==> src/rtl/rau_pkg.sv <==
`default_nettype none
package rau_pkg;
  localparam int OperandWidth = 32;
  localparam int WideWidth = 64;
  localparam int CntWidth = 7;
  localparam logic [CntWidth-1:0] MulLast = CntWidth'(OperandWidth - 1);
  localparam logic [CntWidth-1:0] DivLast = CntWidth'(WideWidth - 1);

  typedef enum logic [2:0] {
    OpAdd = 3'd0, OpSub = 3'd1, OpMul = 3'd2, OpDiv = 3'd3,
    OpLess = 3'd4, OpEqual = 3'd5, OpNeg = 3'd6, OpNorm = 3'd7
  } op_e;
endpackage
`default_nettype wire

==> src/rtl/rational_arithmetic_unit_top.sv <==
// Rational arithmetic unit.
// Input channel: in_valid_i / in_stall_o carry one request (req_type, two
// signed fractions). Output channel: out_valid_o / out_stall_i carry one
// result (reduced numerator, nonnegative denominator, compare flag, add
// overflow flag). A request is taken when valid is high and stall is low.
// Each request is worked by one shared 64-bit add/subtract unit under a
// small sequencer: cross products by shift-and-add (two, or three for add
// and subtract), then a binary gcd (data dependent) and two restoring
// divisions by the gcd; compares and negate skip the gcd and divisions.
// One request at a time, so a new request is taken no earlier than the
// cycle in which the result is taken. The result register holds while
// the receiver stalls, and in_stall_o stays high until the result has
// been taken.
// Reset clears the sequencer and the output valid; payload is not reset.
`default_nettype none
module rational_arithmetic_unit_top (
  input  wire logic        clk_i,
  input  wire logic        rst_ni,
  input  wire logic        in_valid_i,
  output logic             in_stall_o,
  input  wire logic [2:0]  req_type_i,
  input  wire logic signed [31:0] a_num_i,
  input  wire logic signed [31:0] a_den_i,
  input  wire logic signed [31:0] b_num_i,
  input  wire logic signed [31:0] b_den_i,
  output logic             out_valid_o,
  input  wire logic        out_stall_i,
  output logic signed [63:0] res_num_o,
  output logic [62:0]      res_den_o,
  output logic             cmp_true_o,
  output logic             overflow_o
);
  import rau_pkg::*;

  typedef enum logic [3:0] {
    StIdle, StMul1, StMul2, StSum, StMul3, StPrep, StGcdSh, StGcd, StDivN, StDivD, StOut
  } state_e;

  state_e state_q;
  op_e op_q;
  logic [WideWidth-1:0] mc_q, acc_q, p1_q, x_q, y_q, g_q;
  logic [WideWidth-1:0] q_q, r_q, dvd_q;
  logic [OperandWidth-1:0] mp_q;
  logic [CntWidth-1:0] cnt_q, sh_q;
  logic [OperandWidth-1:0] an_q, ad_q, bn_q, bd_q;
  logic nneg_q, dneg_q, ovf_q;
  logic [WideWidth-1:0] nmag_q, dmag_q;

  // shared adder; on subtract the top bit is the borrow
  logic [WideWidth-1:0] add_a, add_b;
  logic add_sub;
  logic [WideWidth:0] add_r;
  assign add_r = add_sub ? ({1'b0, add_a} - {1'b0, add_b})
                         : ({1'b0, add_a} + {1'b0, add_b});

  function automatic logic [WideWidth-1:0] sx(input logic [OperandWidth-1:0] v);
    return {{(WideWidth-OperandWidth){v[OperandWidth-1]}}, v};
  endfunction
  function automatic logic [WideWidth-1:0] mag(input logic [WideWidth-1:0] v);
    return v[WideWidth-1] ? (~v + 64'd1) : v;
  endfunction

  logic [WideWidth-1:0] rshift;
  assign rshift = {r_q[WideWidth-2:0], dvd_q[WideWidth-1]};

  always_comb begin
    add_a = acc_q; add_b = mc_q; add_sub = 1'b0;
    unique case (state_q)
      // top multiplier bit weighs negative
      StMul1, StMul2, StMul3: add_sub = (cnt_q == MulLast);
      StGcd: begin add_a = y_q; add_b = x_q; add_sub = 1'b1; end
      StDivN, StDivD: begin add_a = rshift; add_b = g_q; add_sub = 1'b1; end
      StSum: begin
        add_a = p1_q; add_b = acc_q;
        add_sub = (op_q == OpSub);
      end
      default: ;
    endcase
  end

  assign in_stall_o = (state_q != StIdle) || (out_valid_o && out_stall_i);

  always_ff @(posedge clk_i or negedge rst_ni) begin
    if (!rst_ni) begin
      state_q <= StIdle;
      out_valid_o <= 1'b0;
    end else begin
      unique case (state_q)
        StIdle: begin
          if (out_valid_o && !out_stall_i) out_valid_o <= 1'b0;
          if (in_valid_i && !(out_valid_o && out_stall_i)) begin
            op_q <= op_e'(req_type_i);
            an_q <= a_num_i[OperandWidth-1:0]; ad_q <= a_den_i[OperandWidth-1:0];
            bn_q <= b_num_i[OperandWidth-1:0]; bd_q <= b_den_i[OperandWidth-1:0];
            // first product: a_num*b_den for add/sub/div/cmp, a_num*b_num for mul
            mc_q <= sx(a_num_i[OperandWidth-1:0]);
            mp_q <= (req_type_i == OpMul) ? b_num_i[OperandWidth-1:0]
                                          : b_den_i[OperandWidth-1:0];
            acc_q <= '0; cnt_q <= '0; ovf_q <= 1'b0;
            state_q <= StMul1;
          end
        end
        StMul1, StMul2, StMul3: begin
          logic [WideWidth-1:0] pr;
          pr = mp_q[0] ? add_r[WideWidth-1:0] : acc_q;
          acc_q <= pr;
          mc_q <= mc_q << 1;
          mp_q <= mp_q >> 1;
          cnt_q <= cnt_q + 7'd1;
          if (cnt_q == MulLast) begin
            cnt_q <= '0;
            if (state_q == StMul1) begin
              p1_q <= pr;
              acc_q <= '0;
              unique case (op_q)
                OpAdd, OpSub: begin mc_q <= sx(bn_q); mp_q <= ad_q; end
                OpMul, OpNeg, OpNorm: begin mc_q <= sx(ad_q); mp_q <= bd_q; end
                default: begin mc_q <= sx(ad_q); mp_q <= bn_q; end
              endcase
              state_q <= StMul2;
            end else if (state_q == StMul2 && (op_q == OpAdd || op_q == OpSub)) begin
              state_q <= StSum;
            end else begin
              state_q <= StPrep;
            end
          end
        end
        StSum: begin
          // p1 +/- second product, then the common denominator
          p1_q <= add_r[WideWidth-1:0];
          ovf_q <= (p1_q[63] == (add_sub ? ~acc_q[63] : acc_q[63])) &&
                   (add_r[63] != p1_q[63]);
          mc_q <= sx(ad_q); mp_q <= bd_q;
          acc_q <= '0; cnt_q <= '0;
          state_q <= StMul3;
        end
        StPrep: begin
          // acc = last product, p1 = first product or sum
          logic [WideWidth-1:0] n, d;
          cmp_true_o <= 1'b0;
          n = p1_q; d = acc_q;
          if (op_q == OpNorm) begin
            n = sx(an_q); d = sx(ad_q);
          end
          nneg_q <= n[63]; dneg_q <= d[63];
          nmag_q <= mag(n); dmag_q <= mag(d);
          x_q <= mag(n); y_q <= mag(d); sh_q <= '0;
          if (op_q == OpLess || op_q == OpEqual) begin
            cmp_true_o <= (op_q == OpLess) ? ($signed(p1_q) < $signed(acc_q))
                                           : (p1_q == acc_q);
            res_num_o <= '0; res_den_o <= '0; overflow_o <= 1'b0;
            state_q <= StOut;
          end else if (op_q == OpNeg) begin
            if (ad_q[OperandWidth-1]) begin
              res_num_o <= sx(an_q); res_den_o <= 63'(-sx(ad_q));
            end else begin
              res_num_o <= -sx(an_q); res_den_o <= 63'(sx(ad_q));
            end
            overflow_o <= 1'b0;
            state_q <= StOut;
          end else state_q <= StGcdSh;
        end
        StGcdSh: begin
          // binary gcd: strip common factors of two first
          if (x_q == 0 || y_q == 0) begin
            g_q <= x_q | y_q; state_q <= StDivN;
            dvd_q <= nmag_q; r_q <= '0; cnt_q <= '0;
          end else if (!x_q[0] && !y_q[0]) begin
            x_q <= x_q >> 1; y_q <= y_q >> 1; sh_q <= sh_q + 7'd1;
          end else begin
            state_q <= StGcd;
            if (!x_q[0]) x_q <= y_q;
            if (!x_q[0]) y_q <= x_q;
          end
        end
        StGcd: begin
          // x odd; drop twos from y, swap when y < x, else y := y - x
          if (y_q == 0) begin
            g_q <= x_q << sh_q; state_q <= StDivN;
            dvd_q <= nmag_q; r_q <= '0; cnt_q <= '0;
          end else if (!y_q[0]) y_q <= y_q >> 1;
          else if (add_r[WideWidth]) begin
            x_q <= y_q; y_q <= x_q;
          end else y_q <= add_r[WideWidth-1:0];
        end
        StDivN, StDivD: begin
          if (g_q == 0) begin
            res_num_o <= '0; res_den_o <= 63'd1; overflow_o <= ovf_q;
            state_q <= StOut;
          end else if (dmag_q == 0) begin
            res_num_o <= 64'd1; res_den_o <= '0; overflow_o <= ovf_q;
            state_q <= StOut;
          end else begin
            logic [WideWidth-1:0] qn;
            qn = {q_q[WideWidth-2:0], !add_r[WideWidth]};
            r_q <= add_r[WideWidth] ? rshift : add_r[WideWidth-1:0];
            dvd_q <= dvd_q << 1;
            q_q <= qn;
            cnt_q <= cnt_q + 7'd1;
            if (cnt_q == DivLast) begin
              cnt_q <= '0; r_q <= '0;
              if (state_q == StDivN) begin
                res_num_o <= (nneg_q != dneg_q) ? -qn : qn;
                dvd_q <= dmag_q; state_q <= StDivD;
              end else begin
                res_den_o <= qn[62:0]; overflow_o <= ovf_q;
                state_q <= StOut;
              end
            end
          end
        end
        StOut: begin
          out_valid_o <= 1'b1;
          state_q <= StIdle;
        end
        default: state_q <= StIdle;
      endcase
    end
  end
endmodule
`default_nettype wire
==> config.mk <==
export PLATFORM = sky130hd
export DESIGN_NAME = rational_arithmetic_unit_top
export DESIGN_NICKNAME = d
export VERILOG_FILES = /design/src/rtl/rau_pkg.sv /design/src/rtl/rational_arithmetic_unit_top.sv
export SDC_FILE = /design/constraint.sdc
export NUM_CORES = 2
export LEC_CHECK = 0
export BUFFER_PORTS_ARGS = -buffer_cell sky130_fd_sc_hd__buf_2
export CORE_ASPECT_RATIO = 1.5
export CORE_UTILIZATION = 30
export CTS_BUF_LIST = sky130_fd_sc_hd__clkbuf_8 sky130_fd_sc_hd__clkbuf_16
export CTS_CLUSTER_DIAMETER = 150
export CTS_CLUSTER_SIZE = 28
export DETAILED_ROUTE_END_ITERATION = 10
export GPL_ROUTABILITY_DRIVEN = 1
export SLEW_MARGIN = 30
export SYNTH_ARGS = -nofsm -noshare
export SYNTH_HDL_FRONTEND = slang
export SYNTH_SLANG_ARGS = --single-unit
==> constraint.sdc <==
create_clock -name clk_i -period 26.3 [get_ports clk_i]
set_input_delay 2.63 -clock clk_i [delete_from_list [all_inputs] [get_ports clk_i]]
set_output_delay 2.63 -clock clk_i [all_outputs]
set_load 0.05 [all_outputs]
After elaboration in Yosys (flattened, before gate mapping)
Cells that the tools add are included.
- add/subtract/negate cells: 9
- order comparisons: 1
- equality and inequality tests: 42
- shift operators: 1
- multiplexer cells: 115
- bitwise operators: 6
- reduce and logical (&&, ||, !) cells: 54
- operators by type and width (cell ; number):
    $mux W64 ; 44
    $pmux W64 S3 ; 7
    $mux W63 ; 13
    $pmux W64 S2 ; 3
    $logic_not A64 Y1 ; 4
    $pmux W63 S3 ; 1
    $add A64 B1 Y64 const B ; 2
    $mux W32 ; 4
    $neg A64 Y64 ; 2
    $not A64 Y64 ; 2
    $pmux W63 S2 ; 1
    $pmux W32 S3 ; 1
    $add A64 B64 Y65 ; 1
    $mux W65 ; 1
    $sub A64 B64 Y65 ; 1
    $eq A64 B64 Y1 ; 1
    $lt A64 B64 Y1 ; 1
    $or A64 B64 Y64 ; 1
    $pmux W32 S2 ; 1
    $shl A64 B7 Y64 ; 1
    $mux W7 ; 9
    $neg A63 Y63 ; 1
    $pmux W7 S6 ; 1
    $mux W4 ; 10
    other kinds (40) ; 115
- register bits after elaboration: 1016
- bits of input ports: 135
- output and inout bits: 131
- word-level logic and storage cells: 257

Longest topological paths before layout
- word-level depth: 13
- gate-level depth with buffers: 40
- mapped depth without buffers: 31

Worst setup path before layout
Ideal clock, no wire load.
- kind: input to register
- from: in out_stall_i
- to: reg acc_q[0] (enable)
- arrival: 27.414 ns
- required time: 24.771 ns
- setup slack: -2.643 ns
- cell stages on the path: 3
- buffers on the path: 0
- cells stage by stage: nand2_1 > nand2_1 > a2111oi_0
- cells in the longest elaborated chain, start to end: 5
- ends and longest elaborated chain (element ; RTL line ; source):
    start, declared ; rational_arithmetic_unit_top.sv:27 ; input wire logic out_stall_i,
    $logic_and A1 B1 Y1 ; rational_arithmetic_unit_top.sv:91 ; if (in_valid_i && !(out_valid_o && out_stall_i)) begin
    $logic_not A1 Y1 ; rational_arithmetic_unit_top.sv:91 ;
    $logic_and A1 B1 Y1 ; rational_arithmetic_unit_top.sv:91 ;
    $ne A2 B2 Y1 (no source line) ; -- ;
    $reduce_and A3 Y1 (no source line) ; -- ;
    end signal, assigned ; rational_arithmetic_unit_top.sv:106 ; acc_q <= pr;
    end, declared ; rational_arithmetic_unit_top.sv:41 ; logic [WideWidth-1:0] mc_q, acc_q, p1_q, x_q, y_q, g_q;
Every way passes these cells.
A chain may end at the register's enable or synchronous reset.

Worst setup path after layout
- from: reg state_q[1]
- to: reg res_num_o[62] (data pin)
- cells in the longest elaborated chain, start to end: 13
- elaborated cells on any way between the ends: 25
- classes of those cells: add/sub (3); eq/ne (8); mux (10); reduce/logical (4)
- ends and longest elaborated chain (element ; RTL line ; source):
    start, declared ; rational_arithmetic_unit_top.sv:39 ; state_e state_q;
    start signal, assigned ; rational_arithmetic_unit_top.sv:85 ; state_q <= StIdle;
    start signal, assigned ; rational_arithmetic_unit_top.sv:100 ; state_q <= StMul1;
    start signal, assigned ; rational_arithmetic_unit_top.sv:120 ; state_q <= StMul2;
    $eq A4 B4 Y1 ; rational_arithmetic_unit_top.sv:68, rational_arithmetic_unit_top.sv:88 ;
    $reduce_or A2 Y1 ; -- ;
    $pmux W64 S3 ; rational_arithmetic_unit_top.sv:68 ; unique case (state_q)
    $add A64 B64 Y65 or $sub A64 B64 Y65 (tied branches) ; rational_arithmetic_unit_top.sv:54, rational_arithmetic_unit_top.sv:53 ;
    $mux W65 ; rational_arithmetic_unit_top.sv:53 ; assign add_r = add_sub ? ({1'b0, add_a} - {1'b0, add_b})
    $logic_not A1 Y1 ; rational_arithmetic_unit_top.sv:195 ; qn = {q_q[WideWidth-2:0], !add_r[WideWidth]};
    $neg A64 Y64 ; rational_arithmetic_unit_top.sv:203 ; res_num_o <= (nneg_q != dneg_q) ? -qn : qn;
    $mux W64 ; rational_arithmetic_unit_top.sv:203 ;
    $mux W64 ; rational_arithmetic_unit_top.sv:202 ; if (state_q == StDivN) begin
    $mux W64 ; rational_arithmetic_unit_top.sv:200 ; if (cnt_q == DivLast) begin
    $mux W64 ; rational_arithmetic_unit_top.sv:190 ; end else if (dmag_q == 0) begin
    $mux W64 ; rational_arithmetic_unit_top.sv:187 ; if (g_q == 0) begin
    $pmux W64 S2 (*) ; rational_arithmetic_unit_top.sv:88 ; unique case (state_q)
    end signal, assigned ; rational_arithmetic_unit_top.sv:155 ; res_num_o <= sx(an_q); res_den_o <= 63'(-sx(ad_q));
    end signal, assigned ; rational_arithmetic_unit_top.sv:157 ; res_num_o <= -sx(an_q); res_den_o <= 63'(sx(ad_q));
    end signal, assigned ; rational_arithmetic_unit_top.sv:203 ;
    end, declared ; rational_arithmetic_unit_top.sv:28 ; output logic signed [63:0] res_num_o,
Every way passes the cells marked *; elsewhere a longest branch is shown, timed or not. The select of a mux whose other input is x is not followed.

==> metrics.txt <==
Tcrit/Tclk final 0.401; Main synth FF type edfxtp_1; Longest Clk Path Bufs 3; slowest cell on the critical path dfrtp_4; endpoint class of the critical path register; nets@finish 6,793; final hold violation count 0; most frequent cells after synthesis 1,011 x edfxtp_1, 777 x nand2_1, 588 x o21ai_0; Arrival @ worst endpoint 10.94 ns; vias in the first global route 54,000; Final min period 10.54 ns; clock root buffer clkbuf_16; CTS sink count 1,016; Congestion Overflow GR 0; Remaining DRCs 0; Crit Path Max Fanout 72; drt pass-1 iters 9; FP Rows 208; post-synthesis cell count 6,566; HP Class reg -> reg; buffers added on ports 265; DR vias/cell 6.16; DP Wirelength 232 mm; Synth Area per Inst 9.87 sq um; kind of critical path reg -> reg; Synth area leaders edfxtp_1 47%, o21ai_0 4.5%, nand2_1 4.5%, mux2i_1 4.0%, a21oi_1 3.4%; Slew headroom 0.240; Core Box Area 0.214 sq mm; Routed WL 304 mm; Total GRT Usage 0.269; number of flops mapped to enable cells by yosys 1,011; RSZ-0062 raised after global routing no; Worst-path clk slew 0.13 ns; TNS Setup 0 ns; status finished clean; worst clock skew 0.0554 ns; Top Ports 266; flops & latches, synth 1,016; largest net degree at the start of global routing 96; CP startpoint kind register; Synthesized Nets 6,839; H-tree Lvls 2; Setup-failing EPs final 0; antenna-violating nets left 0; Post-CTS Setup Bufs 0; FFs w/ async S/R, synth 0.00492; TritonCTS clock tree built; count leader, synth edfxtp_1; GPL Wtd Cong 1.02; Horiz. Die Dim 381 microns; Post-CTS Hold Fix Bufs 0; Yosys Warn Count 0; post-CTS resize count 0; Synth cell types 89; sequential element share of the synthesized area 0.471; slew of the pin with the lowest slew margin 1.13 ns; Max Clock Freq 94.9 MHz; die area 0.218 sq mm; area grow syn2layout 8.91%; Die H 571 microns; Worst Path Required 26.71 ns; layout cells sized above 1 0.113; Final Max Slew Viols 0; top cell type by total area after synthesis edfxtp_1; WL/cell 32.4 microns; Starting DRT DRC Count 9,332; starting density of the core 0.302; Mapped Area 0.0648 sq mm; clk_lat worst skew 0.74 ns; CP max stage delay 0.88 ns; initial antenna violation count 30; TritonCTS buffer count 42; Synth top area share 0.469; via count 57,800; global-route wire length before repair 422 mm; Max-Cap Viols 0
## area by class of cell
cell class / count / area (sq um)
multi-input cells: 4847 / 31900
inverters: 143 / 537
diodes: 19 / 47.5
flip-flops and latches: 1016 / 30500
clock inverters: 11 / 83.8
repair buffers: 470 / 2890
clock buffers: 42 / 1050
fillers: 22000 / 144000
well taps: 2835 / 3550
## logic make-up after synthesis
family / Yosys count / synth area share
buffers and inverters: 703 / 0.0428
XOR/XNOR: 363 / 0.0492
AND/OR/NAND/NOR: 2003 / 0.145
flip-flops: 1016 / 0.471
multiplexers: 389 / 0.0717
adder cells (fa/ha/maj): 138 / 0.0268
AO/OA/AOI/OAI: 1954 / 0.194
## placed cells by master (no fill, tap or decap), drive strengths merged, types with 36 or more instances in the layout
| cell type | instances |
|---|---|
| clkbuf | 42 |
| o21ai | 591 |
| nor2 | 477 |
| xnor2 | 215 |
| mux2i | 257 |
| nand4 | 71 |
| mux4 | 52 |
| a221o | 36 |
| o22ai | 74 |
| o211ai | 71 |
| o31ai | 58 |
| a222oi | 121 |
| xor2 | 148 |
| buf | 470 |
| and2 | 55 |
| a31oi | 90 |
| nor4 | 123 |
| nand2 | 777 |
| nand4b | 37 |
| edfxtp | 1011 |
| nand3 | 111 |
| nand3b | 47 |
| a21oi | 436 |
| mux2 | 80 |
| inv | 151 |
| nor3 | 127 |
| a22oi | 102 |
| ha | 137 |
| a21o | 103 |
## worst paths after layout
| check | cells past startpoint | start | endpoint | slack, ns |
|---|---|---|---|---|
| max in group asynchronous | 1 | rst_ni | state_q[1]$_DFFE_PN0P_ | 24.08 |
| hold / removal | 2 | nmag_q[58]$_DFFE_PP_ | dvd_q[58]$_DFFE_PP_ | 0.52 |
| min in group asynchronous | 1 | rst_ni | state_q[3]$_DFFE_PN0P_ | 1.85 |
| hold reg to reg | 2 | nmag_q[58]$_DFFE_PP_ | dvd_q[58]$_DFFE_PP_ | 0.52 |
| setup / recovery | 28 | state_q[1]$_DFFE_PN0P_ | res_num_o[62]$_DFFE_PP_ | 15.76 |
| setup reg to reg | 28 | state_q[1]$_DFFE_PN0P_ | res_num_o[62]$_DFFE_PP_ | 15.76 |
## layer usage
metal,share of wire,track usage,vias to the layer above,routed length [microns]
met2,0.45,0.425,3737,138000
met5,0.00023,0,-,69
met3,0.10,0.0479,591,30500
li1,-,-,24800,-
met1,0.38,0.349,28700,117000
met4,0.063,0.143,12,19100
## per-stage QoR
stage / worst slack (ns) / std cells / hold slack (ns) / utilization / instance area [sq um]
2_1_floorplan: 5.22 / 6566 / 0.424 / - / 64800
3_3_place_gp: 15.68 / 9310 / 0.503 / 0.323 / 69300
3_5_place_dp: 15.66 / 9310 / 0.507 / 0.323 / 69300
4_1_cts: 15.61 / 9363 / 0.509 / 0.329 / 70500
5_1_grt: 15.05 / 9374 / 0.546 / 0.329 / 70500
6_report: 15.76 / 9383 / 0.520 / 0.329 / 70600
## registers in the layout (all words and copies together) (netlist names), 3 cells and up
register and flops:
ad_q 32, g_q 64, res_den_o 63, res_num_o 64, bd_q 32, an_q 32, y_q 64, cnt_q 7
r_q 63, op_q 3, mc_q 64, p1_q 64, dvd_q 64, acc_q 64, q_q 63, state_q 4
sh_q 7, nmag_q 64, x_q 64, dmag_q 64, bn_q 32, mp_q 32
## worst max-delay path: cells and delay by family, from the launching register on
family,cells,cell delay (ns)
flip-flops,1,0.88
adder cells (fa/ha/maj),2,0.76
AO/OA/AOI/OAI,6,2.25
XOR/XNOR,3,0.46
buffers and inverters,2,0.76
AND/OR/NAND/NOR,15,4.93
Power is left out: the tool's default activity adds up to more than one toggle a clock period on the data nets, which glitch-free logic cannot reach.
